### config.mk
export PLATFORM = sky130hd
export DESIGN_NAME = mahd_len
export DESIGN_NICKNAME = d
export VERILOG_FILES = /design/src/mahd_pkg.sv /design/src/mahd_len.sv
export SDC_FILE = /design/constraint.sdc
export NUM_CORES = 1
export LEC_CHECK = 0
export BUFFER_PORTS_ARGS = -buffer_cell sky130_fd_sc_hd__buf_2
export CAP_MARGIN = 20
export CORE_MARGIN = 2
export CORE_UTILIZATION = 44
export DETAILED_ROUTE_END_ITERATION = 8
export GPL_TIMING_DRIVEN = 0
export PLACE_DENSITY = 0.67
export SYNTH_ARGS = -nofsm -noshare
export SYNTH_HDL_FRONTEND = slang
export SYNTH_SLANG_ARGS = --single-unit
### constraint.sdc
create_clock -name clk -period 27.2 [get_ports clk]
set_input_delay 5.44 -clock clk [delete_from_list [all_inputs] [get_ports clk]]
set_output_delay 5.44 -clock clk [all_outputs]
set_load 0.05 [all_outputs]
### src/mahd_pkg.sv
package mahd_pkg;

  localparam int HdrW      = 32;
  localparam int AvailW    = 12;
  localparam int StatusW   = 3;
  localparam int LenW      = 12;
  localparam int BrW       = 19;
  localparam int SrW       = 16;
  localparam int LayW      = 2;
  localparam int VerW      = 2;
  localparam int DurW      = 18;
  localparam int Num1W     = 26;
  localparam int Num2W     = 35;
  localparam int InTdataW  = 48;
  localparam int OutTdataW = 72;

  localparam logic [10:0]  SyncWord   = 11'h7FF;
  localparam logic [22:0]  EightMega  = 23'd8000000;
  localparam logic [SrW-1:0] Sr44k1   = 16'd44100;
  localparam logic [SrW-1:0] Sr48k    = 16'd48000;
  localparam logic [SrW-1:0] Sr32k    = 16'd32000;

  typedef enum logic [StatusW-1:0] {
    ST_OK          = 3'd0,
    ST_NO_SYNC     = 3'd1,
    ST_RESERVED    = 3'd2,
    ST_BAD_BITRATE = 3'd3,
    ST_TOO_SHORT   = 3'd4
  } status_t;

  typedef struct packed {
    status_t             status;
    logic [BrW-1:0]      br;
    logic [SrW-1:0]      sr;
    logic [LayW-1:0]     lay;
    logic [VerW-1:0]     ver;
    logic                pad;
    logic [AvailW-1:0]   avail;
  } info_t;

  typedef struct packed {
    info_t               info;
    logic [LenW-1:0]     len;
  } mid_t;

  localparam logic [BrW-1:0] RateTab [16][6] = '{
    '{19'd0,      19'd0,      19'd0,      19'd0,      19'd0,      19'd0},
    '{19'd32000,  19'd32000,  19'd32000,  19'd32000,  19'd8000,   19'd8000},
    '{19'd64000,  19'd48000,  19'd40000,  19'd48000,  19'd16000,  19'd16000},
    '{19'd96000,  19'd56000,  19'd48000,  19'd56000,  19'd24000,  19'd24000},
    '{19'd128000, 19'd64000,  19'd56000,  19'd64000,  19'd32000,  19'd32000},
    '{19'd160000, 19'd80000,  19'd64000,  19'd80000,  19'd40000,  19'd40000},
    '{19'd192000, 19'd96000,  19'd80000,  19'd96000,  19'd48000,  19'd48000},
    '{19'd224000, 19'd112000, 19'd96000,  19'd112000, 19'd56000,  19'd56000},
    '{19'd256000, 19'd128000, 19'd112000, 19'd128000, 19'd64000,  19'd64000},
    '{19'd288000, 19'd160000, 19'd128000, 19'd144000, 19'd80000,  19'd80000},
    '{19'd320000, 19'd192000, 19'd160000, 19'd160000, 19'd96000,  19'd96000},
    '{19'd352000, 19'd224000, 19'd192000, 19'd176000, 19'd112000, 19'd112000},
    '{19'd384000, 19'd256000, 19'd224000, 19'd192000, 19'd128000, 19'd128000},
    '{19'd416000, 19'd320000, 19'd256000, 19'd224000, 19'd144000, 19'd144000},
    '{19'd448000, 19'd384000, 19'd320000, 19'd256000, 19'd160000, 19'd160000},
    '{19'd0,      19'd0,      19'd0,      19'd0,      19'd0,      19'd0}
  };

endpackage

### src/mahd_len.sv
module mahd_len (
  input  logic                        clk,
  input  logic                        rst_n,
  input  logic                        in_valid,
  output logic                        in_ready,
  input  mahd_pkg::info_t             info,
  input  logic [mahd_pkg::LenW-1:0]   quot,
  output logic                        out_valid,
  input  logic                        out_ready,
  output mahd_pkg::mid_t              mid,
  output logic [mahd_pkg::Num2W-1:0]  num,
  output logic [mahd_pkg::BrW-1:0]    dvs
);
  import mahd_pkg::*;

  logic             valid_r;
  mid_t             mid_r, mid_nxt;
  logic [Num2W-1:0] num_r, num_nxt;
  logic [BrW-1:0]   dvs_r, dvs_nxt;
  logic [13:0]      slots, len_w;

  always_comb begin
    slots = {2'b00, quot} + {13'd0, info.pad};
    len_w = (info.lay == 2'd1) ? {slots[11:0], 2'b00} : slots;
    mid_nxt.info = info;
    mid_nxt.len  = '0;
    if (info.status == ST_OK) begin
      if ({2'b00, info.avail} < len_w + 14'd4) begin
        mid_nxt.info.status = ST_TOO_SHORT;
      end else begin
        mid_nxt.len = len_w[LenW-1:0];
      end
    end
    num_nxt = Num2W'(mid_nxt.len * EightMega);
    dvs_nxt = (info.br == '0) ? BrW'(1) : info.br;
  end

  assign in_ready = !valid_r || out_ready;

  always_ff @(posedge clk) begin
    if (!rst_n) begin
      valid_r <= 1'b0;
    end else if (in_ready) begin
      valid_r <= in_valid;
    end
  end

  always_ff @(posedge clk) begin
    if (in_ready && in_valid) begin
      mid_r <= mid_nxt;
      num_r <= num_nxt;
      dvs_r <= dvs_nxt;
    end
  end

  assign out_valid = valid_r;
  assign mid       = mid_r;
  assign num       = num_r;
  assign dvs       = dvs_r;

endmodule
==> Word level (Yosys, flattened, before mapping) <==
Index checks and enable logic that the tools add are counted.
{ "op_classes": {"addsub": 2, "eq_ne": 1, "order_cmp": 1, "n_mux": 5, "reduce_logical": 5, "multipliers": 1} }
{ "ops": {"columns": ["operator", "count"], "rows": [
  ["multiplier 12 x 14 -> 26 bit (second input constant)", 1],
  ["2-to-1 mux 12 bit", 2],
  ["zero test 19 bit", 1],
  ["adder 14 x 3 -> 14 bit (second input constant)", 1],
  ["less-than comparator 12 x 14 -> 1 bit", 1],
  ["2-to-1 mux 14 bit", 1],
  ["adder 12 x 1 -> 13 bit", 1],
  ["2-to-1 mux 3 bit", 2],
  ["zero test 3 bit", 1],
  ["equality test 2 x 1 -> 1 bit (second input constant)", 1],
  ["logical AND 1 bit", 1],
  ["zero test 1 bit", 1],
  ["logical OR 1 bit", 1]
]} }
{ "word_totals": {"wordCells": 26, "output_inout_bits": 123, "regBits": 113, "in_bits": 71} }

==> Longest topological paths before layout <==
{ "depth": {"word_depth": 7, "ltp_mapped": 40, "ltp_nobuf": 38} }

==> Least setup slack after synthesis <==
OpenSTA, ideal clock, no wires.
{ "synth_timing": {"path_kind": "input to register", "from": "input port info[12] (netlist bit)", "to": "register num_r[33], in the netlist num[33] (data pin)", "setup_ns": 0.258, "path_buffers": 2, "path_slack_ns": 14.035, "stages": 37, "required_time_ns": 26.942, "arrival_time_ns": 12.907, "cell_sequence": "ha_1 and3_1 buf_2 xnor2_1 nand2_1 o21ai_0 inv_1 ha_1 o211ai_1 nand4bb_2 nor2_1 xnor2_1 ha_1 o21a_1 o21a_1 o22ai_1 a31oi_1 nand4_1 or4_4 buf_6 a21oi_1 inv_1 fa_1 inv_1 ha_1 ha_1 fa_1 inv_1 fa_1 inv_1 ha_1 and4_1 a311oi_1 o211a_1 o21bai_1 a21oi_1 xnor2_1"} }
{ "synth_lines": {"columns": ["element", "line_no", "text"], "rows": [
  ["from (decl)", "mahd_len.sv:6", "input mahd_pkg::info_t info,"],
  ["to (signal assigned)", "mahd_len.sv:51", "num_r <= num_nxt;"],
  ["to (decl)", "mahd_len.sv:18", "logic [Num2W-1:0] num_r, num_nxt;"]
]} }

==> run metrics <==
hpwl dp about 12 mm; Post-Syn Area between 7000 and 8000 um2; CTS root buffer clkbuf_16; CP Data Arrival Time around 14 ns; required time worst endpoint 27.32 ns; commonest non-fill, non-tap cell in the layout buf_2; core area about 17000 um2; Combinational Power Share between 20% and 30%; yosys warns 0; I/O Pins approximately 190; row count 47; CP Class in -> reg; Final setup viols 0; prevailing post-synth register cell edfxtp_1; IO Port Bufs 180; Slew headroom 44.3%; initial drt markers between 200 and 300; clk sinks 110; worst slew pin tran around 0.83 ns; RSZ-0062 raised after global routing false; clock skew 0.0107 ns; syn avg cell area between 10 and 15 um2; Post-synth EDFFs 109; Cells after Synth ~630; die outline area ~18000 um2; Final #Nets a little over 1000; Final Cell Area a little over 9000 um2; worst vdd ir ~0.028 mV; status completed; Global Route Usage Sum 16.7%; share of cells above drive strength 1 ~29%; TNS Setup 0 ns; Tmin final roughly 14 ns; TritonCTS Buffers 9; FMAX slightly above 70 MHz; crit end category register; Slew Limit Fails 0; Sw Ratio between 30% and 40%; Final period util roughly half; DR WL/cell 14.5 um; kind of start point of the critical path input port; Inserted Diodes 0; Post-synth ARST share 0%; Worst-Skew Late Latency 0.36 ns; clock slew at reported path FFs 0.08 ns; final wirelength 15.2 mm; Worst Path Max Fanout 10; initial antenna violation count 0; Clock power frac around 30%; Leak 0.00440 uW; Area Growth Syn to Fin 20.5%; highest-count cells in the layout ignoring fill and taps buf_2 (184), edfxtp_1 (109), ha_1 (98); Top Family by Delay on Critical Path adder cells; Seq cells post-synth 110; H-tree lvl count 3; Final GP Congestion roughly 0.86; Max Cap Viol 0; Routed Antenna Nets 0; # fillers ~1500; postcts setup bufs 0; CP Buf/Inv Count 9; CTS Hold Bufs 0; smallest hold slack around 0.52 ns; deepest clock path buffer count 2; Netlist cell types between 70 and 80; area post-placement between 8000 and 9000 um2; slowest library cell on the worst path a311oi_1; P_int 292 uW; Worst path most repeated cell ha_1; vias in the first global route a little under 5000; sequential share of power a little under half; Final Hold Viols 0; largest net degree at the start of global routing a little under 60; Pre-Repair DR Iteration Count 4; PwrDens about 48 nW/um2; chip width ~130 um; routed vias 5235; first-pass GRT wire length about 24 mm; sequential area share after synthesis 43.8%; drt via density ~5.0; grt ovf 0; Die Y-Extent between 100 and 150 um; max incr delay on CP ~0.70 ns; DRC 0; clock tree from TritonCTS done; Post-CTS Resized 0; worst hold path type reg -> reg; switching power total roughly 140 uW; initial core utilization 45.2%
-- per-layer routing --
metal  part of all wire, %  global-route usage, %  up-vias
li1                      -                      -     2590
met5                     0                      0        -
met2                    47                   27.4      167
met1                    45                   23.0     2462
met4                   1.6                   4.50        0
met3                   6.6                   2.89       16
-- cells in the mapped netlist, types with 2 or more instances --
cell | n | area [um2]
o211ai_1 | 8 | 60.1
a21o_1 | 11 | 82.6
a21oi_1 | 26 | 130
nor2_1 | 26 | 97.6
clkbuf_1 | 23 | 86.3
nor2b_1 | 3 | 18.8
buf_4 | 14 | 105
or2_2 | 2 | 12.5
nor3_1 | 11 | 55.1
o21a_1 | 3 | 22.5
buf_2 | 4 | 20.0
a211oi_1 | 4 | 30.0
buf_6 | 6 | 67.6
a31oi_1 | 5 | 31.3
o22ai_1 | 2 | 12.5
xnor2_1 | 24 | 210
mux2i_1 | 8 | 80.1
and2_1 | 12 | 75.1
o21ai_0 | 12 | 60.1
nor4_1 | 5 | 31.3
inv_1 | 69 | 259
nand3_1 | 10 | 50.1
ha_1 | 98 | 1230
nand4_1 | 4 | 25.0
fa_1 | 33 | 661
nand2_1 | 30 | 113
nand2b_1 | 5 | 31.3
o21bai_1 | 3 | 22.5
edfxtp_1 | 109 | 3270
and3_1 | 4 | 25.0
xor2_1 | 10 | 87.6
nand3b_1 | 3 | 22.5
-- worst paths after layout --
check / slack (ns) / to / startpoint / depth (start not counted)
worst max register to register: 25.47 / mid[33] / out_valid / 3
worst min register to register: 0.52 / out_valid / out_valid / 2
worst max-delay path: 13.07 / num[33] / info[16] / 37
worst min-delay path: 0.52 / out_valid / out_valid / 2
-- through the flow --
step	power [uW]	std cells	utilization (%)	setup slack, ns
global placement	307	1034	52.4	12.80
floorplan	282	634	-	14.04
detailed placement	308	1035	52.6	12.75
global route	455	1051	54.4	12.43
finish	434	1051	54.4	13.07
CTS	440	1051	54.4	13.10
-- power groups by stage --
stage                     Combinational (uW)  Sequential, uW  Clock, uW
after global placement                   101             206          0
after detailed placement                 103             205          0
after floorplan                         40.1             242          0
after CTS                                103             201        135
after global routing                     110             202        142
final                                    103             201        131
-- layout make-up --
| cell class | count | area (um2) | area share (%) |
|---|---|---|---|
| Buffer | 47 | 279 | 3.08 |
| Clock buffer | 9 | 225 | 2.49 |
| Clock inverter | 7 | 77.6 | 0.856 |
| Inverter | 69 | 259 | 2.86 |
| Multi-Input combinational cell | 408 | 3720 | 41.1 |
| Sequential cell | 110 | 3290 | 36.4 |
| Tap cell | 220 | 275 | 3.04 |
| Timing Repair Buffer | 181 | 928 | 10.3 |
-- cells by family after synthesis --
group,after synthesis,synth area share [%]
compound gates,95,9.40
mux,9,1.21
fa+ha+maj,131,25.1
simple gates,130,9.32
flops,110,43.8
buf+inv,116,7.16
other cells,1,0.0499
xor+xnor,34,3.96
-- registers in the layout (all words and copies together) (netlist names) --
| name | count |
|---|---|
| out_valid | 1 |
| dvs | 19 |
| num | 23 |
| mid | 67 |
-- tightest hold or removal path, stage by stage, from the launching register on --
cell and delay (ns):
dfxtp_1 0.31, nand2b_1 0.09, a21boi_0 0.08
No activity file was read; power rests on OpenSTA's default activity.
