File: src/mahd_div_cell.sv
module mahd_div_cell #(
  parameter int NW = 8,
  parameter int DW = 8,
  parameter int QW = 8,
  parameter int PW = 1
) (
  input  logic          clk,
  input  logic          rst_n,
  input  logic          in_valid,
  output logic          in_ready,
  input  logic [DW-1:0] rem_in,
  input  logic [NW-1:0] num_in,
  input  logic [QW-1:0] quot_in,
  input  logic [DW-1:0] div_in,
  input  logic [PW-1:0] pay_in,
  output logic          out_valid,
  input  logic          out_ready,
  output logic [DW-1:0] rem_out,
  output logic [NW-1:0] num_out,
  output logic [QW-1:0] quot_out,
  output logic [DW-1:0] div_out,
  output logic [PW-1:0] pay_out
);

  logic          valid_r;
  logic [DW-1:0] rem_r, rem_nxt, div_r;
  logic [NW-1:0] num_r, num_nxt;
  logic [QW-1:0] quot_r, quot_nxt;
  logic [PW-1:0] pay_r;
  logic [DW:0]   trial, diff;
  logic          take;

  always_comb begin
    trial    = {rem_in, num_in[NW-1]};
    diff     = trial - {1'b0, div_in};
    take     = trial >= {1'b0, div_in};
    rem_nxt  = take ? diff[DW-1:0] : trial[DW-1:0];
    num_nxt  = {num_in[NW-2:0], 1'b0};
    quot_nxt = {quot_in[QW-2:0], take};
  end

  assign in_ready = !valid_r || out_ready;

  always_ff @(posedge clk) begin
    if (!rst_n) begin
      valid_r <= 1'b0;
    end else if (in_ready) begin
      valid_r <= in_valid;
    end
  end

  always_ff @(posedge clk) begin
    if (in_ready && in_valid) begin
      rem_r  <= rem_nxt;
      num_r  <= num_nxt;
      quot_r <= quot_nxt;
      div_r  <= div_in;
      pay_r  <= pay_in;
    end
  end

  assign out_valid = valid_r;
  assign rem_out   = rem_r;
  assign num_out   = num_r;
  assign quot_out  = quot_r;
  assign div_out   = div_r;
  assign pay_out   = pay_r;

endmodule

File: src/mahd_divider.sv
module mahd_divider #(
  parameter int NW = 8,
  parameter int DW = 8,
  parameter int QW = 8,
  parameter int PW = 1
) (
  input  logic          clk,
  input  logic          rst_n,
  input  logic          in_valid,
  output logic          in_ready,
  input  logic [NW-1:0] num_in,
  input  logic [DW-1:0] div_in,
  input  logic [PW-1:0] pay_in,
  output logic          out_valid,
  input  logic          out_ready,
  output logic [QW-1:0] quot_out,
  output logic [PW-1:0] pay_out
);

  logic          vld  [NW+1];
  logic          rdy  [NW+1];
  logic [DW-1:0] rem  [NW+1];
  logic [NW-1:0] num  [NW+1];
  logic [QW-1:0] quot [NW+1];
  logic [DW-1:0] dvs  [NW+1];
  logic [PW-1:0] pay  [NW+1];

  assign vld[0]  = in_valid;
  assign in_ready = rdy[0];
  assign rem[0]  = '0;
  assign num[0]  = num_in;
  assign quot[0] = '0;
  assign dvs[0]  = div_in;
  assign pay[0]  = pay_in;

  for (genvar i = 0; i < NW; i++) begin : g_cell
    mahd_div_cell #(.NW(NW), .DW(DW), .QW(QW), .PW(PW)) u_cell (
      .clk      (clk),
      .rst_n    (rst_n),
      .in_valid (vld[i]),
      .in_ready (rdy[i]),
      .rem_in   (rem[i]),
      .num_in   (num[i]),
      .quot_in  (quot[i]),
      .div_in   (dvs[i]),
      .pay_in   (pay[i]),
      .out_valid(vld[i+1]),
      .out_ready(rdy[i+1]),
      .rem_out  (rem[i+1]),
      .num_out  (num[i+1]),
      .quot_out (quot[i+1]),
      .div_out  (dvs[i+1]),
      .pay_out  (pay[i+1])
    );
  end

  assign rdy[NW]   = out_ready;
  assign out_valid = vld[NW];
  assign quot_out  = quot[NW];
  assign pay_out   = pay[NW];

endmodule

File: config.mk
export PLATFORM = sky130hd
export DESIGN_NAME = mahd_divider
export DESIGN_NICKNAME = d
export VERILOG_FILES = /design/src/mahd_div_cell.sv /design/src/mahd_divider.sv
export SDC_FILE = /design/constraint.sdc
export NUM_CORES = 1
export LEC_CHECK = 0
export ABC_AREA = 1
export BUFFER_PORTS_ARGS = -buffer_cell sky130_fd_sc_hd__buf_2
export CORE_MARGIN = 2
export CORE_UTILIZATION = 34
export CTS_CLUSTER_SIZE = 28
export DETAILED_ROUTE_END_ITERATION = 7
export SLEW_MARGIN = 10
export SYNTH_ARGS = -nofsm -noshare
export SYNTH_HDL_FRONTEND = slang
export SYNTH_SLANG_ARGS = --single-unit
File: constraint.sdc
create_clock -name clk -period 3.4 [get_ports clk]
set_input_delay 0.85 -clock clk [delete_from_list [all_inputs] [get_ports clk]]
set_output_delay 0.85 -clock clk [all_outputs]
set_load 0.02 [all_outputs]
# ---- Word level (Yosys, flattened, before mapping)
# Cells that the tools add are included.
dict set report word_totals {
  ff_bits 192
  output_inout_bits 11
  word_cells 92
}
dict set report op_classes {
  add_sub_neg 7
  magnitude_cmp 8
  n_mux 7
  reduce_logical 24
}
# op n
set op_table {}
lappend op_table {{9-bit by 8-bit greater-or-equal comparator with 1-bit output} 7}
lappend op_table {{8-bit two-way mux} 6}
lappend op_table {{8-bit subtractor} 6}
lappend op_table {{1-bit by 8-bit greater-or-equal comparator with 1-bit output} 1}
lappend op_table {{1-bit logical AND} 8}
lappend op_table {{1-bit zero test} 8}
lappend op_table {{1-bit logical OR} 8}
lappend op_table {{1-bit by 8-bit subtractor with 8-bit output} 1}
lappend op_table {{1-bit two-way mux} 1}

# ---- Longest topological paths before layout
dict set report depth {
  depth_word 10
  mapped_depth 11
  mapped_depth_nobuf 11
}

# ---- Modules after synthesis
# Synthesis repeated with hierarchy kept, for this count alone.
dict set report unflattened {
  hier_cells 1179
  hier_area_um2 13304.0
}
# module instances cells_per_inst area_per_inst_um2 seq_area_each_um2
set modules_own_cells {}
lappend modules_own_cells {{mahd_div_cell (g_cell[1].u_cell ...)} 6 147 1666.6 980.9}
lappend modules_own_cells {{mahd_div_cell (g_cell[0].u_cell ...)} 2 148 1650.3 980.9}
lappend modules_own_cells {mahd_divider 1 1 3.8 0.0}

# ---- Least setup slack after synthesis
# OpenSTA, ideal clock, no wires.
dict set report synth_path {
  kind {input-to-reg}
  from {input port out_ready}
  to {register g_cell[0].u_cell.div_r[0], enable pin}
  setup_time_ns 0.407
  arrival_ns 2.460
  slack_ns 0.533
  path_stages 6
  cell_sequence {inv_1 nand4_1 nor3_4 nand4_1 inv_1 nor2_1}
}
dict set report synth_between {
  elab_chain_len 9
}
# item line
set synth_rtl {}
lappend synth_rtl {{start: declaration} mahd_divider.sv:15} ;# input logic out_ready,
lappend synth_rtl {{1-bit logical OR (8 in a row)} mahd_div_cell.sv:42} ;# assign in_ready = !valid_r || out_ready;
lappend synth_rtl {{net in_ready} mahd_divider.sv:10} ;# output logic in_ready,
lappend synth_rtl {{1-bit logical AND} mahd_div_cell.sv:53} ;# if (in_ready && in_valid) begin
lappend synth_rtl {{end signal: assignment} mahd_div_cell.sv:57} ;# div_r <= div_in;
lappend synth_rtl {{end: declaration} mahd_div_cell.sv:26} ;# logic [DW-1:0] rem_r, rem_nxt, div_r;
# The timed path passes the listed nets, and every way through them passes these cells.
# A chain may end at the register's enable or synchronous reset.

# ---- Worst setup path in the final report
dict set report layout_path {
  from {input port out_ready}
  to {output port in_ready}
}
dict set report layout_between {
  elab_chain_len 8
}
# item line
set layout_rtl {}
lappend layout_rtl {{1-bit logical OR (8 in a row)} mahd_div_cell.sv:42}
lappend layout_rtl {{end: declaration} mahd_divider.sv:10}
# No other way between the ends.

==> results.sh <==
export IMPL_die_area_um2=29600
export IMPL_gp_congestion=0.853
export IMPL_clk_path_buf_depth=2
export IMPL_fp_dieW_um=172
export IMPL_finalSetupViolCount=0
export IMPL_grtUsageTotal_pct=12.4
export IMPL_ir_worst_vdd_v=0.000267
export IMPL_combPwrFrac_pct=7.9
export IMPL_yosysSeqAreaShare_pct=59.1
export IMPL_worstSkewPairLatency_ns=0.43
export IMPL_cp_required_ns=2.55
export IMPL_p_sw_share_pct=24.5
export IMPL_holdBufCountCts=0
export IMPL_htreeDepth=4
export IMPL_p_seq_share_pct=53.5
export IMPL_cts_root_buf="clkbuf_16"
export IMPL_cts_tree="done"
export IMPL_avgSynthCellArea_um2=10.6
export IMPL_post_cts_setup_buffers=0
export IMPL_antenna_found_initial=0
export IMPL_fp_row_count=61
export IMPL_nets=1047
export IMPL_clkPwrFrac_pct=38.7
export IMPL_io_buffers=31
export IMPL_final_hold_violation_count=0
export IMPL_fin_tns_setup_ns=0
export IMPL_power_density_nw_per_um2=461
export IMPL_period_minus_slack_ns=2.73
export IMPL_startpoint_type="primary input"
export IMPL_area_growth_pct=13.1
export IMPL_layout_setup_ws_ns=0.672
export IMPL_coreArea_um2=27800
export IMPL_max_slew_margin_rel_pct=38.9
export IMPL_netlist_area_um2=9620
export IMPL_top_level_ports=32
export IMPL_synth_common_cells="242 x nand2_1, 184 x edfxtp_1, 153 x inv_1, 76 x nand3_1, 58 x ha_1"
export IMPL_worst_setup_path_type="in -> out"
export IMPL_synth_distinct_cells=32
export IMPL_die_y_um=172
export IMPL_final_layout_size_suffix_gt1_share_pct=11.1
export IMPL_max_freq_mhz=367
export IMPL_status="completed"
export IMPL_synth_edf_count=184
export IMPL_numCtsBuffers=17
export IMPL_initial_core_util_pct=34.6
export IMPL_drtPass1Iterations=4
export IMPL_hpwl_um=13100
export IMPL_p_leak_nw=4.78
export IMPL_crit_fanout=5
export IMPL_synth_most_common_cell="nand2_1"
export IMPL_pre_cts_ws_ns=0.659
export IMPL_netlist_instances=908
export IMPL_cts_sinks=192
export IMPL_grt_overflow=0
export IMPL_end_kind="primary output"
export IMPL_max_cap_violations=0
export IMPL_synth_area_top_cells="edfxtp_1 57%, nand2_1 9.4%, ha_1 7.5%, inv_1 6.0%, nand3_1 4.0%"
export IMPL_arrival_ns=1.88
export IMPL_grt_max_degree=26
export IMPL_tightest_slew_ns=0.916
export IMPL_synth_ff_type="edfxtp_1"
export IMPL_ys_ff_latch=192
export IMPL_drtIter0Drc=306
export IMPL_clk_pin_slew_ns=0.08
export IMPL_period_share_pct=80.2
export IMPL_drtAntennaViolNets=0
export IMPL_clock_skew_ns=0.0170
export IMPL_drc=0
export IMPL_synthArstFlopShare_pct=0
export IMPL_synth_top_area_cell="edfxtp_1"
export IMPL_wl_per_cell_um=12.5
export IMPL_power_total_w=0.00502
export IMPL_syn_num_nets=993
export IMPL_vias=6023
export IMPL_cts_repair_resize_count=0
export IMPL_report_final_slew_viol_count=0
export IMPL_grt_pass1_wl_um=28700
export IMPL_p_switching_w=0.00123
export IMPL_hold_class="reg -> reg"
export IMPL_wirelength_um=16900
export IMPL_via_per_inst=4.45
export IMPL_yosysWarnings=0
export IMPL_grt_pass1_vias=6010
export IMPL_antenna_cells=0
export IMPL_synth_top_area_share_pct=57.4
export IMPL_intPower_w=0.00379
export IMPL_rsz0062_at_grt="false"
[critical path: stages]
cell and delay (ns):
buf_2 0.10, inv_1 0.06, nand4_1 0.21, nor3_4 0.29
nand4_1 0.17, buf_2 0.20
[cells in the final DEF (no fill, tap or decap), drive strengths merged]
master,n
xnor2,12
a21oi,29
nand3,83
nand2,252
inv,167
or2,1
buf,36
edfxtp,184
a31oi,5
nor3,9
nand4,21
nor4,1
clkbuf,18
xor2,12
nor2,54
ha,58
o21ai,4
dfxtp,8
fa,6
clkinv,7
nand3b,3
a21o,5
[through the flow]
stage          utilization [%]  instances  area, um^2  hold slack [ns]
4_1_cts                   39.1       1353       10900            0.412
3_3_place_gp              37.0       1321       10300            0.402
3_5_place_dp              37.0       1321       10300            0.405
2_1_floorplan                -        908        9620            0.400
6_report                  39.1       1353       10900            0.412
5_1_grt                   39.1       1353       10900            0.420
[cells by family (layout without fill, tap and decap cells)]
logic type | count (synthesis) | in the layout | share of synthesized area, %
AOI/OAI and AO/OA | 43 | 43 | 2.90
and+or+nand+nor | 424 | 424 | 20.7
DFF | 192 | 192 | 59.1
xor gates and xnor gates | 24 | 24 | 2.19
buffers and inverters | 161 | 228 | 6.30
adders and majority gates | 64 | 64 | 8.79
[power groups by stage]
stage / clock network, W / logic [W] / registers, W
6_report: 0.00194 / 0.000394 / 0.00268
2_1_floorplan: 0 / 0.000307 / 0.00272
3_5_place_dp: 0 / 0.000395 / 0.00274
4_1_cts: 0.00199 / 0.000397 / 0.00268
5_1_grt: 0.00210 / 0.000456 / 0.00269
3_3_place_gp: 0 / 0.000388 / 0.00274
[layout make-up]
| cell class | count | area, um^2 |
|---|---|---|
| Tap cell | 378 | 473 |
| Clock buffer | 18 | 429 |
| Clock inverter | 14 | 159 |
| Multi-Input combinational cell | 555 | 3330 |
| Fill cell | 2715 | 16900 |
| Timing Repair Buffer | 36 | 193 |
| Sequential cell | 192 | 5690 |
| Inverter | 160 | 601 |
[worst paths after layout]
| path | from | to | slack, ns | cells past startpoint |
|---|---|---|---|---|
| max | out_ready | in_ready | 0.67 | 6 |
| min | g_cell[3].u_cell.quot_out[3] | g_cell[4].u_cell.quot_out[4] | 0.41 | 0 |
| max reg2reg | g_cell[5].u_cell.rem_out[3] | g_cell[6].u_cell.rem_out[7] | 1.36 | 7 |
| min reg2reg | g_cell[3].u_cell.quot_out[3] | g_cell[4].u_cell.quot_out[4] | 0.41 | 0 |
[per-layer routing]
| metal | track usage [%] | share of wire [%] | vias up |
|---|---|---|---|
| met3 | 2.59 | 2.8 | 21 |
| met2 | 22.8 | 53 | 91 |
| met4 | 4.27 | 1.8 | 0 |
| li1 | - | - | 3151 |
| met5 | 0 | 0 | - |
| met1 | 14.3 | 42 | 2760 |
[registers in the layout, indices dropped and copies added, names as in the netlist]
signal and cells:
g_cell.u_cell.div_out 56, g_cell.u_cell.num_out 28, g_cell.u_cell.out_valid 8, g_cell.u_cell.pay_out 8
g_cell.u_cell.quot_out 36, g_cell.u_cell.rem_out 56
(Power assumes the default switching activity.)
