<file path="src/mahd_pkg.sv">
package mahd_pkg;

  localparam int HdrW      = 32;
  localparam int AvailW    = 12;
  localparam int StatusW   = 3;
  localparam int LenW      = 12;
  localparam int BrW       = 19;
  localparam int SrW       = 16;
  localparam int LayW      = 2;
  localparam int VerW      = 2;
  localparam int DurW      = 18;
  localparam int Num1W     = 26;
  localparam int Num2W     = 35;
  localparam int InTdataW  = 48;
  localparam int OutTdataW = 72;

  localparam logic [10:0]  SyncWord   = 11'h7FF;
  localparam logic [22:0]  EightMega  = 23'd8000000;
  localparam logic [SrW-1:0] Sr44k1   = 16'd44100;
  localparam logic [SrW-1:0] Sr48k    = 16'd48000;
  localparam logic [SrW-1:0] Sr32k    = 16'd32000;

  typedef enum logic [StatusW-1:0] {
    ST_OK          = 3'd0,
    ST_NO_SYNC     = 3'd1,
    ST_RESERVED    = 3'd2,
    ST_BAD_BITRATE = 3'd3,
    ST_TOO_SHORT   = 3'd4
  } status_t;

  typedef struct packed {
    status_t             status;
    logic [BrW-1:0]      br;
    logic [SrW-1:0]      sr;
    logic [LayW-1:0]     lay;
    logic [VerW-1:0]     ver;
    logic                pad;
    logic [AvailW-1:0]   avail;
  } info_t;

  typedef struct packed {
    info_t               info;
    logic [LenW-1:0]     len;
  } mid_t;

  localparam logic [BrW-1:0] RateTab [16][6] = '{
    '{19'd0,      19'd0,      19'd0,      19'd0,      19'd0,      19'd0},
    '{19'd32000,  19'd32000,  19'd32000,  19'd32000,  19'd8000,   19'd8000},
    '{19'd64000,  19'd48000,  19'd40000,  19'd48000,  19'd16000,  19'd16000},
    '{19'd96000,  19'd56000,  19'd48000,  19'd56000,  19'd24000,  19'd24000},
    '{19'd128000, 19'd64000,  19'd56000,  19'd64000,  19'd32000,  19'd32000},
    '{19'd160000, 19'd80000,  19'd64000,  19'd80000,  19'd40000,  19'd40000},
    '{19'd192000, 19'd96000,  19'd80000,  19'd96000,  19'd48000,  19'd48000},
    '{19'd224000, 19'd112000, 19'd96000,  19'd112000, 19'd56000,  19'd56000},
    '{19'd256000, 19'd128000, 19'd112000, 19'd128000, 19'd64000,  19'd64000},
    '{19'd288000, 19'd160000, 19'd128000, 19'd144000, 19'd80000,  19'd80000},
    '{19'd320000, 19'd192000, 19'd160000, 19'd160000, 19'd96000,  19'd96000},
    '{19'd352000, 19'd224000, 19'd192000, 19'd176000, 19'd112000, 19'd112000},
    '{19'd384000, 19'd256000, 19'd224000, 19'd192000, 19'd128000, 19'd128000},
    '{19'd416000, 19'd320000, 19'd256000, 19'd224000, 19'd144000, 19'd144000},
    '{19'd448000, 19'd384000, 19'd320000, 19'd256000, 19'd160000, 19'd160000},
    '{19'd0,      19'd0,      19'd0,      19'd0,      19'd0,      19'd0}
  };

endpackage

</file>
<file path="src/mahd_decode.sv">
module mahd_decode (
  input  logic                           clk,
  input  logic                           rst_n,
  input  logic                           in_valid,
  output logic                           in_ready,
  input  logic [mahd_pkg::HdrW-1:0]      header_word,
  input  logic [mahd_pkg::AvailW-1:0]    bytes_available,
  output logic                           out_valid,
  input  logic                           out_ready,
  output mahd_pkg::info_t                info,
  output logic [mahd_pkg::Num1W-1:0]     num,
  output logic [mahd_pkg::SrW-1:0]       dvs
);
  import mahd_pkg::*;

  logic             valid_r;
  info_t            info_r, info_nxt;
  logic [Num1W-1:0] num_r, num_nxt;
  logic [SrW-1:0]   dvs_r, dvs_nxt;
  logic [1:0]       vcode, lcode, scode;
  logic [3:0]       bidx;
  logic [2:0]       col;
  logic [7:0]       mult;
  logic [SrW-1:0]   sr_base;
  logic [BrW-1:0]   br;

  always_comb begin
    vcode = header_word[20:19];
    lcode = header_word[18:17];
    bidx  = header_word[15:12];
    scode = header_word[11:10];
    info_nxt = '0;
    info_nxt.pad   = header_word[9];
    info_nxt.avail = bytes_available;
    info_nxt.lay   = 2'(~lcode + 2'd1);
    case (scode)
      2'd0:    sr_base = Sr44k1;
      2'd1:    sr_base = Sr48k;
      default: sr_base = Sr32k;
    endcase
    case (vcode)
      2'd3: begin
        info_nxt.ver = 2'd1;
        info_nxt.sr  = sr_base;
      end
      2'd2: begin
        info_nxt.ver = 2'd2;
        info_nxt.sr  = sr_base >> 1;
      end
      default: begin
        info_nxt.ver = 2'd2;
        info_nxt.sr  = sr_base >> 2;
      end
    endcase
    col = 3'(info_nxt.lay - 2'd1) + ((info_nxt.ver == 2'd2) ? 3'd3 : 3'd0);
    br  = RateTab[bidx][col];
    if (info_nxt.lay == 2'd1) begin
      mult = 8'd12;
    end else if (info_nxt.lay == 2'd3 && info_nxt.ver == 2'd2) begin
      mult = 8'd72;
    end else begin
      mult = 8'd144;
    end
    info_nxt.br     = br;
    info_nxt.status = ST_OK;
    if (bytes_available < 12'd4 || header_word[31:21] != SyncWord ||
        vcode == 2'd1 || lcode == 2'd0 || scode == 2'd3) begin
      info_nxt.status = (bytes_available < 12'd4) ? ST_TOO_SHORT :
                        (header_word[31:21] != SyncWord) ? ST_NO_SYNC : ST_RESERVED;
      info_nxt.br  = '0;
      info_nxt.sr  = '0;
      info_nxt.lay = '0;
      info_nxt.ver = '0;
    end else if (br == '0) begin
      info_nxt.status = ST_BAD_BITRATE;
    end
    num_nxt = (info_nxt.status == ST_OK) ? Num1W'(mult * br) : '0;
    dvs_nxt = (info_nxt.sr == '0) ? SrW'(1) : info_nxt.sr;
  end

  assign in_ready = !valid_r || out_ready;

  always_ff @(posedge clk) begin
    if (!rst_n) begin
      valid_r <= 1'b0;
    end else if (in_ready) begin
      valid_r <= in_valid;
    end
  end

  always_ff @(posedge clk) begin
    if (in_ready && in_valid) begin
      info_r <= info_nxt;
      num_r  <= num_nxt;
      dvs_r  <= dvs_nxt;
    end
  end

  assign out_valid = valid_r;
  assign info      = info_r;
  assign num       = num_r;
  assign dvs       = dvs_r;

endmodule

</file>
<file path="config.mk">
export PLATFORM = sky130hd
export DESIGN_NAME = mahd_decode
export DESIGN_NICKNAME = d
export VERILOG_FILES = /design/src/mahd_pkg.sv /design/src/mahd_decode.sv
export SDC_FILE = /design/constraint.sdc
export NUM_CORES = 1
export LEC_CHECK = 0
export BUFFER_PORTS_ARGS = -buffer_cell sky130_fd_sc_hd__buf_2
export CAP_MARGIN = 20
export CORE_ASPECT_RATIO = 0.9
export CORE_MARGIN = 2
export CORE_UTILIZATION = 55
export CTS_BUF_LIST = sky130_fd_sc_hd__clkbuf_8
export CTS_CLUSTER_DIAMETER = 80
export DETAILED_ROUTE_END_ITERATION = 6
export GPL_TIMING_DRIVEN = 0
export PLACE_DENSITY = 0.88
export SYNTH_ARGS = -nofsm -noshare
export SYNTH_HDL_FRONTEND = slang
export SYNTH_SLANG_ARGS = --single-unit
</file>
<file path="constraint.sdc">
create_clock -name clk -period 14.6 [get_ports clk]
set_input_delay 2.92 -clock clk [delete_from_list [all_inputs] [get_ports clk]]
set_output_delay 2.92 -clock clk [all_outputs]
set_load 0.005 [all_outputs]
</file>
### Word-level counts from Yosys, hierarchy flattened

Memories as Yosys holds them, arrays and structs flattened.
Cells that the tools add are included.

* reduce and logical (&&, ||, !) cells: 13
* eq/ne operators: 9
* magnitude comparators: 3
* add/subtract/negate cells: 3
* mux-type cells: 16
* multipliers: 1
* bitwise gates (word level): 3

Operator list (number)
* 114-bit 2-to-1 mux: 2
* 16-bit one-hot mux with 2 select lines: 2
* 19-bit binary-select mux with 3-bit select: 1
* 19-bit 2-to-1 mux: 2
* 8-bit by 19-bit multiplier with 26-bit output: 1
* 20-bit 2-to-1 mux: 1
* 19-bit logical NOT: 1
* 16-bit logical NOT: 1
* 8-bit 2-to-1 mux: 2
* 12-bit by 3-bit less-than comparator with 1-bit output (second input constant): 1
* 11-bit inequality test (second input constant): 1
* 2-bit equality test (second input constant): 5
* 2-bit 2-to-1 mux: 4
* 2-bit by 1-bit equality test with 1-bit output (second input constant): 3
* 3-bit 2-to-1 mux: 2
* 5-bit greater-or-equal comparator (second input constant): 1
* 1-bit logical OR: 5
* 4-bit NOT with 5-bit output: 1
* 4-bit greater-or-equal comparator (second input constant): 1
* 2-bit logical NOT: 2
* 3-bit NOT with 4-bit output: 1
* 3-bit by 2-bit adder with 3-bit output: 1
* 3-bit logical NOT: 1
* 2-bit by 1-bit subtractor with 3-bit output (second input constant): 1
* other kinds (4): 5

* input port bits: 48
* ROM bits: 1824
* memories: 1
* output and inout port bits: 99
* flip-flop bits (word level): 98

Memories
* (no name shown): words 16, width 114, read ports 1, clocked after Yosys merged registers in 0, wr ports 0, line mahd_decode.sv:56 `br = RateTab[bidx][col];`

### Logic depth before layout (Yosys ltp)

* word-level depth: 13
* mapped depth: 29
* mapped depth without buffers: 28

### Least setup slack after synthesis

Ideal clock, no wire load.

* kind: in2reg
* start point: input header_word[17] (netlist name)
* end point: register num_r[24], in the netlist num[24], data pin
* cell stages on the path: 26
* path slack: 5658 ps
* required time: 14416 ps
* data arrival time: 8757 ps
* setup time: 184 ps
* path through: inv_1 ha_1 nand3b_4 nand2_1 ha_1 buf_2 clkbuf_1 nand3_1 a211oi_1 a21oi_1 nor2_1 inv_1 fa_1 inv_1 ha_1 ha_1 ha_1 ha_1 fa_1 a21o_1 a21o_1 a2111oi_1 nor3_1 nor4_1 nor3b_1 a2111oi_4

* longest elaborated chain between the ends: 12

Ends and longest elaborated chain
* start, declared: line mahd_decode.sv:6 `input logic [mahd_pkg::HdrW-1:0] header_word,`
* parallel branches: the longest is 12 deep, another holds 8-bit by 19-bit multiplier with 26-bit output
* end signal, assigned: line mahd_decode.sv:94 `num_r <= num_nxt;`
* end, declared: line mahd_decode.sv:18 `logic [Num1W-1:0] num_r, num_nxt;`

Parallel ways; which one is timed is not known. The select of a mux whose other input is x is not followed.
A chain may end at the register's enable or synchronous reset.

### Worst setup path in the final report

* start point: input header_word[17] (netlist name)
* end point: register num_r[25], in the netlist num[25], data pin

Same word-level chain as after synthesis.

==> metrics.md <==
| Metric | Value |
|---|---|
| Number of buffers created by CTS | 9 |
| Upper clock frequency limit | 99.7 MHz |
| Met1 Routed Length | 8430 um |
| Most area-consuming cells after synthesis | edfxtp_1 34%, ha_1 11%, fa_1 8.7% |
| Critical path type | primary input to flop |
| Slew at the pin closest to its max-slew limit | 0.790 ns |
| Ys Warns | 0 |
| Count of final hold-check violations | 0 |
| Leakage power figure | 3.76 nW |
| Setup slack, reg-to-reg | 13.07 ns |
| Kind of launch point of the worst setup path | primary input |
| Detailed-route wire length | 19900 um |
| Top cells by instance count after synthesis | 84 x nor2_1, 80 x edfxtp_1, 65 x ha_1, 65 x inv_1, 45 x nand2_1 |
| Placed cell areas | 7990 um2 |
| Sum of met2 wire segment lengths after detailed routing | 8740 um |
| Std-Cell Core Area | 12600 um2 |
| Horizontal die dimension | 124 um |
| Share of power burned in combinational logic | 0.494 |
| Half-perimeter wire length after detailed placement | 14900 um |
| Met3 Routed Length | 2040 um |
| Adder and majority gate portion of the synthesized area | 0.204 |
| Number of instances in the synthesized netlist | 723 |
| Cell-internal power | 520 uW |
| Count of cells resized by post-cts repair | 0 |
| Clock share of power | 0.199 |
| Global-route wire length before repair | 31200 um |
| Compound-Gate Fraction of Synth Area | 0.169 |
| Die area | 13800 um2 |
| Combined area of all synthesized cells | 7090 um2 |
| Data required time at the worst endpoint | 14.80 ns |
| DRT iter0 DRCs | 663 |
| Main combinational cell family by area after synthesis | adder cells |
| Launch instance of the worst register-to-register path | out_valid |
| Worst slew margin | 0.473 |
| Logic depth of the worst register-to-register path | 3 |
| CTS H-tree lvls | 3 |
| CTS tree | done |
| Cell area after layout | 8190 um2 |
| IO Pins | 147 |
| Largest net degree at the start of global routing | 52 |
| Routed wirelength normalized by instance count | 19.1 um |
| Number of nets with antenna violations after detailed routing | 0 |
| Setup TNS | 0 ns |
| Dominant register cell in the synthesized netlist | edfxtp_1 |
| Residual DRC count | 0 |
| Most frequently used cell type in the post-synthesis netlist | nor2_1 |
| Fraction of final layout cells sized beyond drive strength 1 | 0.246 |
| Power per standard cell area | 107 nW/um2 |
| # Post-CTS Setup Buffers | 0 |
| Maximum root-to-sink buffer count | 2 |
| End of the worst hold path | out_valid |
| Clock edge transition at the registers on the reported setup and hold paths | 0.09 ns |
| Setup-violating endpoint count in the final report | 0 |
| Topmost layer with routed signal wires | met4 |
| Switching power share of the total | 0.409 |
| Distinct cell type count of the synthesized netlist | 79 |
| Sinks on the clock net | 81 |
| Number of antenna violations at the first check in global routing | 0 |
| Hold path startpoint | out_valid |
| Root Driver | clkbuf_8 |
| Number of inserted diodes | 0 |
| Vias per cell | 5.96 |
| GRT Util Overall | 0.293 |
| CTS Hold Buffers Added | 0 |
| Dominant cell type by area after synthesis | edfxtp_1 |
| Die H | 112 um |
| Mean Syn Cell Area | 9.81 um2 |
| Worst ir drop on vdd | 0.0613 mV |
| Fraction of power consumed by sequential logic | 0.307 |
| Post-synthesis simple-gate area fraction | 0.154 |
| Critical register-to-register path endpoint | info[39] |
| Number of flops mapped to enable cells by yosys | 80 |
| Site row count | 39 |
| Tightest Hold Check Type | flop to flop |
| Clock skew | 0.0185 ns |
| Worst-path fanout max | 10 |
| Starting utilization of the core area | 0.561 |
| Post-synth top area share | 0.339 |
| Leftover overflow at the end of global routing | 0 |
| Number of max-capacitance violations reported | 0 |
| Final core occ | 0.648 |
| Proportion of synthesized flip-flops having asynchronous set or reset | 0 |
| Status | complete, no violations |
| Number of detailed-routing iterations run before antenna repair | 6 |
| Vias in the first global route | 5998 |
| Worst-skew pair later-pin latency | 0.38 ns |
| Relative area change from synthesis to final layout | 15.4% |
| Worst hold stages | 2 |
| Post-route fraction of the period consumed by the critical path | 0.687 |
| Kind of end point of the critical path | flop |
| Share of synthesized area spent on multiplexers | 0.0159 |
| Critical Path AT | 10.23 ns |
| Unrepaired setup endpoints after global routing | no |
| Quantity of I/O buffers inserted on ports | 120 |
| Post-layout min period | 10.03 ns |
| Number of vias in the routed layout | 6188 |
| Placer's final routability congestion estimate | 1.05 |
| Net switching power | 359 uW |
| Slew Limit Fails | 0 |
| Register area share after synthesis | 0.342 |
| Yosys reg bits | 81 |
| Net count reported at finish | 1014 |
| Fraction of synthesized cell area in xor and xnor cells | 0.0284 |
==> worst max-delay path, cell delays in order <==
cell       delay, ns
buf_2           0.15
inv_1           0.08
ha_1            0.31
nand3b_4        0.19
nand2_1         0.07
ha_1            0.40
buf_2           0.29
clkbuf_1        0.46
nand3_1         0.22
a211oi_1        0.52
a21oi_1         0.16
nor2_1          0.18
inv_1           0.09
fa_1            0.57
inv_1           0.05
ha_1            0.20
fa_1            0.48
ha_1            0.36
ha_1            0.33
a211o_1         0.34
a2111oi_0       0.62
o31ai_1         0.21
o41ai_1         0.45
o21ai_0         0.20
xnor2_1         0.15
a211oi_1        0.22
==> layout by cell type, fill, tap and decap left out, drive strengths merged, types with 12 or more instances in the layout <==
cell type  netlist  routed
nor2            84      84
o21ai           24      24
ha              65      65
a211oi          25      25
edfxtp          80      80
a21oi           38      38
conb             1      16
nand2b          12      12
nand3           13      13
fa              31      31
inv             67      69
buf             42     163
nand2           46      46
xnor2           12      12
clkbuf          17      26
==> layout make-up <==
| type | count | area (um2) |
|---|---|---|
| clock inverters | 7 | 76.3 |
| clock buffers | 9 | 124 |
| well taps | 164 | 205 |
| flip-flops and latches | 81 | 2420 |
| plain buffers | 59 | 365 |
| repair buffers | 121 | 628 |
| fillers | 1000 | 4450 |
| multi-input cells | 530 | 4110 |
| inverters | 68 | 255 |
==> per-layer routing <==
metal / vias to the layer above / global-route usage
li1: 2829 / -
met1: 2909 / 0.406
met2: 395 / 0.445
met3: 55 / 0.0645
met4: 0 / 0.119
met5: - / 0
==> power by group through the flow <==
stage / Combinational (mW) / Clock, mW / Sequential (mW)
2_1_floorplan: 0.318 / 0 / 0.278
3_3_place_gp: 0.411 / 0 / 0.276
3_5_place_dp: 0.423 / 0 / 0.275
4_1_cts: 0.429 / 0.175 / 0.270
5_1_grt: 0.485 / 0.185 / 0.271
6_report: 0.434 / 0.175 / 0.270
==> state kept, by name, summed over array words and instances (netlist names) <==
signal and cells:
dvs 15, info 47, num 18, out_valid 1
==> worst max-delay path by stage <==
stage | startpoint | endpoint | slack (ns) | cells past startpoint
CTS | header_word[17] | num[25] | 4.73 | 26
detailed placement | header_word[17] | num[24] | 4.42 | 27
global placement | header_word[17] | num[25] | 4.48 | 26
finish | header_word[17] | num[25] | 4.57 | 26
global route | header_word[17] | num[25] | 4.17 | 26
floorplan | header_word[17] | num[24] | 5.66 | 26
==> logic make-up (layout without fill, tap and decap cells) <==
group                    after synthesis  count (layout)
AND/OR/NAND/NOR                      224             224
AO/OA/AOI/OAI                        162             162
adder cells (fa/ha/maj)               97              97
buffers and inverters                127             264
multiplexers                          11              11
other                                  1              16
XOR/XNOR                              20              20
flip-flops                            81              81
==> metrics by stage <==
step | setup slack, ns | total power [mW] | hold slack (ns) | cells
detailed placement | 4.42 | 0.698 | 0.558 | 1023
global route | 4.17 | 0.941 | 0.625 | 1039
finish | 4.57 | 0.879 | 0.568 | 1039
floorplan | 5.66 | 0.595 | 0.537 | 738
CTS | 4.73 | 0.874 | 0.571 | 1039
global placement | 4.48 | 0.687 | 0.526 | 1022
No activity file was read; power rests on OpenSTA's default activity.
